$ cat src/hw/rtl/cbot_pkg.sv
// ----------------------------------------------------------------------------
// cbot_pkg
// Types and constants shared by the coverage bitmap occlusion test modules.
// ----------------------------------------------------------------------------
package cbot_pkg;

    localparam int SCREEN_WIDTH_DEF  = 64;
    localparam int SCREEN_HEIGHT_DEF = 64;

    typedef logic signed [11:0] coord_t;

    typedef struct packed {
        coord_t lo;
        coord_t hi;
    } coord_pair_t;

    typedef struct packed {
        logic        kind;
        coord_t      corner0_x;
        coord_t      corner0_y;
        coord_t      corner1_x;
        coord_t      corner1_y;
        coord_t      corner2_x;
        coord_t      corner2_y;
        coord_t      corner3_x;
        coord_t      corner3_y;
        logic        group_end;
        logic [15:0] chunk_tag;
    } in_item_t;

    typedef struct packed {
        logic        visible;
        logic [15:0] result_tag;
    } out_item_t;

    typedef enum logic [3:0] {
        ST_CLEAR,
        ST_IDLE,
        ST_MASK,
        ST_DRAW,
        ST_TEST,
        ST_TEST_DONE,
        ST_PEND,
        ST_PEND_DONE,
        ST_MERGE,
        ST_FINISH
    } ctrl_state_t;

    typedef enum logic [2:0] {
        OP_NONE,
        OP_CLEAR,
        OP_DRAW,
        OP_TEST,
        OP_PEND,
        OP_MERGE
    } row_op_t;

    typedef enum logic {
        ROW_SEL_RECT,
        ROW_SEL_ZERO
    } row_sel_t;

    typedef struct packed {
        logic     load_item;
        logic     load_mask;
        logic     row_load;
        row_sel_t row_sel;
        row_op_t  op;
        logic     load_result;
    } dp_cmd_t;

    typedef struct packed {
        logic is_query;
        logic group_end;
        logic empty;
        logic last_row;
        logic visible;
        logic out_free;
    } dp_status_t;

endpackage

$ cat src/hw/rtl/cbot_ctrl.sv
// ----------------------------------------------------------------------------
// cbot_ctrl
// Sequencer that walks each item through its row passes over the bitmaps.
// ----------------------------------------------------------------------------
module cbot_ctrl (
    input  logic                 clk,
    input  logic                 rst_n,
    input  logic                 item_valid,
    output logic                 item_stall,
    input  cbot_pkg::dp_status_t status,
    output cbot_pkg::dp_cmd_t    cmd
);
    import cbot_pkg::*;

    ctrl_state_t state_reg;
    ctrl_state_t state_next;

    always_ff @(posedge clk or negedge rst_n)
    begin
        if (!rst_n)
        begin
            state_reg <= ST_CLEAR;
        end
        else
        begin
            state_reg <= state_next;
        end
    end

    always_comb
    begin
        state_next = state_reg;
        unique case (state_reg)
            ST_CLEAR:
            begin
                if (status.last_row)
                begin
                    state_next = ST_IDLE;
                end
            end
            ST_IDLE:
            begin
                if (item_valid)
                begin
                    state_next = ST_MASK;
                end
            end
            ST_MASK:
            begin
                if (status.empty)
                begin
                    state_next = (status.is_query && status.group_end) ? ST_MERGE : ST_FINISH;
                end
                else
                begin
                    state_next = status.is_query ? ST_TEST : ST_DRAW;
                end
            end
            ST_DRAW:
            begin
                if (status.last_row)
                begin
                    state_next = ST_FINISH;
                end
            end
            ST_TEST:
            begin
                if (status.last_row)
                begin
                    state_next = ST_TEST_DONE;
                end
            end
            ST_TEST_DONE:
            begin
                if (status.visible)
                begin
                    state_next = ST_PEND;
                end
                else
                begin
                    state_next = status.group_end ? ST_MERGE : ST_FINISH;
                end
            end
            ST_PEND:
            begin
                if (status.last_row)
                begin
                    state_next = ST_PEND_DONE;
                end
            end
            ST_PEND_DONE:
            begin
                state_next = status.group_end ? ST_MERGE : ST_FINISH;
            end
            ST_MERGE:
            begin
                if (status.last_row)
                begin
                    state_next = ST_FINISH;
                end
            end
            ST_FINISH:
            begin
                if (!status.is_query || status.out_free)
                begin
                    state_next = ST_IDLE;
                end
            end
            default:
            begin
                state_next = ST_CLEAR;
            end
        endcase
    end

    always_comb
    begin
        cmd        = '0;
        cmd.op     = OP_NONE;
        item_stall = 1'b1;
        unique case (state_reg)
            ST_CLEAR:
            begin
                cmd.op = OP_CLEAR;
            end
            ST_IDLE:
            begin
                item_stall    = 1'b0;
                cmd.load_item = item_valid;
            end
            ST_MASK:
            begin
                cmd.load_mask = 1'b1;
                cmd.row_load  = 1'b1;
                cmd.row_sel   = status.empty ? ROW_SEL_ZERO : ROW_SEL_RECT;
            end
            ST_DRAW:
            begin
                cmd.op = OP_DRAW;
            end
            ST_TEST:
            begin
                cmd.op = OP_TEST;
            end
            ST_TEST_DONE:
            begin
                cmd.row_load = 1'b1;
                cmd.row_sel  = status.visible ? ROW_SEL_RECT : ROW_SEL_ZERO;
            end
            ST_PEND:
            begin
                cmd.op = OP_PEND;
            end
            ST_PEND_DONE:
            begin
                cmd.row_load = 1'b1;
                cmd.row_sel  = ROW_SEL_ZERO;
            end
            ST_MERGE:
            begin
                cmd.op = OP_MERGE;
            end
            ST_FINISH:
            begin
                cmd.load_result = status.is_query && status.out_free;
            end
            default:
            begin
                cmd.op = OP_NONE;
            end
        endcase
    end

endmodule

$ cat config.mk
export PLATFORM = sky130hd
export DESIGN_NAME = cbot_ctrl
export DESIGN_NICKNAME = d
export VERILOG_FILES = /design/src/hw/rtl/cbot_pkg.sv /design/src/hw/rtl/cbot_ctrl.sv
export SDC_FILE = /design/constraint.sdc
export NUM_CORES = 1
export LEC_CHECK = 0
export BUFFER_PORTS_ARGS = -buffer_cell sky130_fd_sc_hd__buf_2
export CAP_MARGIN = 20
export CORE_MARGIN = 3
export CORE_UTILIZATION = 25
export CTS_BUF_LIST = sky130_fd_sc_hd__clkbuf_8
export CTS_CLUSTER_DIAMETER = 80
export DETAILED_ROUTE_END_ITERATION = 12
export GPL_TIMING_DRIVEN = 0
export MAX_ROUTING_LAYER = met4
export PLACE_DENSITY = 0.5
export SLEW_MARGIN = 20
export SYNTH_ARGS = -nofsm -noshare
export SYNTH_HDL_FRONTEND = slang
export SYNTH_SLANG_ARGS = --single-unit
$ cat constraint.sdc
create_clock -name clk -period 3.4 [get_ports clk]
set_input_delay 0.85 -clock clk [delete_from_list [all_inputs] [get_ports clk]]
set_output_delay 0.85 -clock clk [all_outputs]
set_load 0.02 [all_outputs]
; Word level (Yosys, flattened, before mapping)
; Cells that the tools add are included.
[classes]
n_eq_ne = 15
mux = 20
n_reduce_logical = 7
[op_table]
columns = operator, n
row1 = one-hot mux 4 bit (9 select lines), 1
row2 = two-way mux 4 bit, 8
row3 = "equality test 4 x 3 -> 1 bit, second input constant", 4
row4 = one-hot mux 3 bit (5 select lines), 1
row5 = "!= test 2 bit, second input constant", 5
row6 = "equality test 4 x 2 -> 1 bit, second input constant", 2
row7 = "equality test 4 bit, second input constant", 2
row8 = two-way mux 1 bit, 8
row9 = one-hot mux 2 bit (3 select lines), 1
row10 = AND reduction 6 bit, 1
row11 = "equality test 4 x 1 -> 1 bit, second input constant", 1
row12 = logical NOT 4 bit, 1
row13 = two-way mux 3 bit, 1
row14 = logical AND 1 bit, 2
row15 = "!= test 2 x 1 -> 1 bit, second input constant", 1
row16 = OR reduction 2 bit, 1
row17 = logical NOT 1 bit, 1
row18 = logical OR 1 bit, 1
[totals]
elab_cells = 43
reg_bits = 4
output_inout_bits = 9
in_bits = 9

; Depth between registers and ports, before layout
[depth]
ltp_word = 4
depth_mapped = 6
ltp_nobuf = 5

; Least setup slack after synthesis
; No wires, ideal clock.
[synth_path]
path_type = input -> output
startpoint = input status[5] in the netlist's numbering
endpoint = output cmd[0] in the netlist's numbering
setup_slack_ns = 1.120
t_required_ns = 2.550
cell_stages = 3
path_buffers = 0
arrival_time_ns = 1.430
path_cell_list = nor2b_1 > nand3_2 > nor2_1
[synth_rtl]
columns = item, line_no
row1 = "start, declared", cbot_ctrl.sv:10  ; input cbot_pkg::dp_status_t status,
row2 = "end, declared", cbot_ctrl.sv:11  ; output cbot_pkg::dp_cmd_t cmd

==> impl_metrics.tcl <==
set metrics [dict create \
    max_slew.worst_pin.slew_ns 0.4093 \
    fin_area_um2 614.3 \
    max-slew-margin-rel_pct 72.72 \
    vias 505 \
    layout_setup_ws_ns 0.8881 \
    critical_path_class "flip-flop to output pin" \
    dp_slack_ns 0.9500 \
    avgSynthCellArea_um2 7.386 \
    path_cells "clkbuf_1 > nor2b_1 > mux2i_1 > nor2_1 > buf_2" \
    synth.distinct_cells 30 \
    seq_area_frac_synth_pct 21.86 \
    drt-wirelength-per-cell_um 11.74 \
    final.setup.tns_ns 0 \
    crit_fanout 10 \
    synth_top_area_share_pct 21.86 \
    cts_setup_buffers 0 \
    worstPathRequired_ns 2.55 \
    largest_reg_flops 4 \
    synth_cells 62 \
    final_layout_size_suffix_gt1_share_pct 32.93 \
    portBuffers 17 \
    track_usage_pct 11.59 \
    area_growth_pct 34.15 \
    synth_area_um2 457.9 \
    core_area_mm2 0.001612 \
    drc 0 \
    grt_antenna_before_repair 0 \
    cts_sinks 4 \
    root_buffer "clkbuf_8" \
    yosysWarnings 0 \
    routed_via_density 4.764 \
    drt_iter0_drc 11 \
    place_area_um2 573.1 \
    slew_viol_final 0 \
    ys_ff_latch 4 \
    synth_area_leaders "dfrtp_1, nor2_1, mux2_4" \
    finalCritPeriodShare_pct 73.88 \
    finalWeightedCongestion 0.8515 \
    nets 93 \
    place_inst 103 \
    drtPass1Iterations 4 \
    cp.arrival_ns 1.66 \
    synth_ff_type "dfrtp_1" \
    drv_cap 0 \
    cp_num_buf_inv 2 \
    grt_pass1_vias 494 \
    finalSetupViolCount 0 \
    hold_violations 0 \
    cp_slowest_cell "dfrtp_1" \
    cts_buffers 3 \
    start_kind "flip-flop" \
    clk_path_buf_depth 2 \
    clk_pin_slew_ns 0.03 \
    cts_tree "yes" \
    cts_max_level 1 \
    detail-route-antenna-nets 0 \
    rows 14 \
    fin_skew_ns 0.004230 \
    critical_path.max_stage_delay_ns 0.44 \
    grt_max_degree 11 \
    end_kind "output pin" \
    start_util_pct 28.42 \
    finalNonFillerCells 106 \
    clock_latency_ns 0.21 \
    post_cts_resized 0 \
    wl_um 1244 \
    vdd_drop_max_v 0.0002707 \
    outcome "finished clean" \
    die_width_um 48.80 \
    synth_commonest_cells "nor2_1, nand2_1, dfrtp_1, inv_1" \
    grt_overflow 0 \
    syn-num-nets 71 \
    grt_pass1_wl_um 2180 \
    synth_area_leader_cell "dfrtp_1" \
    hold_class "input pin to asynchronous set/reset pin" \
    dpl.hpwl_um 939.3 \
    power_per_cell_area_mw_per_mm2 950.9 \
    synth_edf_count 0 \
    synthArstFlopShare_pct 100.0 \
    antenna_cells 0 \
    rsz0062_at_grt "no" \
    timing.fmax_mhz 398.1 \
    critPathTopFamily "buffers and inverters" \
    ios 18 \
    yosysMostFrequentCell "nor2_1" \
    die_y_um 48.80 \
    hold_buffers 0 \
    dieArea_mm2 0.002381 \
    finalCriticalPeriod_ns 2.512 \
    p_leak_nw 0.3024 \
]
-- stage by stage --
| stage | power, mW | utilization, % | hold WS [ns] |
|---|---|---|---|
| after detailed placement | 0.4865 | 35.56 | 0.6559 |
| after floorplan | 0.3909 | - | 0.5544 |
| after global placement | 0.4869 | 35.56 | 0.6544 |
| after CTS | 0.5865 | 38.12 | 0.4302 |
| final | 0.5842 | 38.12 | 0.4308 |
| after global routing | 0.6382 | 38.12 | 0.4296 |
-- worst register-to-register path, delay by kind of cell, from the launching register on --
family | cells | cell delay (ns)
and+or+nand+nor | 1 | 0.53
AOI/OAI and AO/OA | 3 | 0.32
muxes | 1 | 0.32
DFF | 1 | 0.43
-- kinds of logic after synthesis --
| group | after synthesis | synth area share (%) |
|---|---|---|
| buffers and inverters | 8 | 6.828 |
| flip-flops | 4 | 21.86 |
| AND/OR/NAND/NOR | 30 | 34.15 |
| multiplexers | 4 | 10.93 |
| AO/OA/AOI/OAI | 16 | 26.23 |
-- power by group --
group          total (mW)  leakage, nW  internal [mW]  switching (mW)
sequential          0.101       0.0506         0.0677          0.0334
combinational       0.386        0.230          0.166           0.220
clock              0.0970       0.0216         0.0752          0.0218
-- layout by cell type (no fill, tap or decap), drive strengths merged, types with 2 or more instances in the layout --
| master | count |
|---|---|
| buf | 18 |
| nor2 | 9 |
| nand2 | 6 |
| clkbuf | 6 |
| inv | 4 |
| dfrtp | 4 |
| o21ai | 4 |
| nor2b | 3 |
| a21oi | 3 |
| nand2b | 3 |
| and3 | 3 |
| mux2i | 2 |
| mux2 | 2 |
| nand3 | 2 |
-- per-layer routing --
layer	track usage, %	vias to the layer above	wire (um)
li1	-	266	-
met1	15.06	221	618
met2	16.06	18	536
met3	3.670	0	89
met4	5.687	0	0
met5	-	-	0
-- path summary, 6_finish.rpt --
check | from | to | slack [ns] | depth (start not counted)
max in group asynchronous | rst_n | state_reg[3]$_DFFE_PN0P_ | 2.85 | 1
worst min-delay path | rst_n | state_reg[2]$_DFFE_PN0P_ | 0.43 | 1
worst max register to register | state_reg[0]$_DFFE_PN0P_ | state_reg[0]$_DFFE_PN0P_ | 1.69 | 5
worst min register to register | state_reg[0]$_DFFE_PN0P_ | state_reg[3]$_DFFE_PN0P_ | 0.76 | 3
worst max-delay path | state_reg[1]$_DFFE_PN0P_ | cmd[5] | 0.89 | 5
min in group clk | state_reg[0]$_DFFE_PN0P_ | state_reg[3]$_DFFE_PN0P_ | 0.76 | 3
-- layout make-up --
type	instances	area [um^2]
buffer	4	16.27
clock buffer	3	41.29
fill	188	997.2
inverter	4	15.01
multi-input combinational	50	326.6
sequential	4	100.1
tap	24	30.03
timing repair buffer	17	85.08
Note: power is estimated with default switching activity, not from simulation.
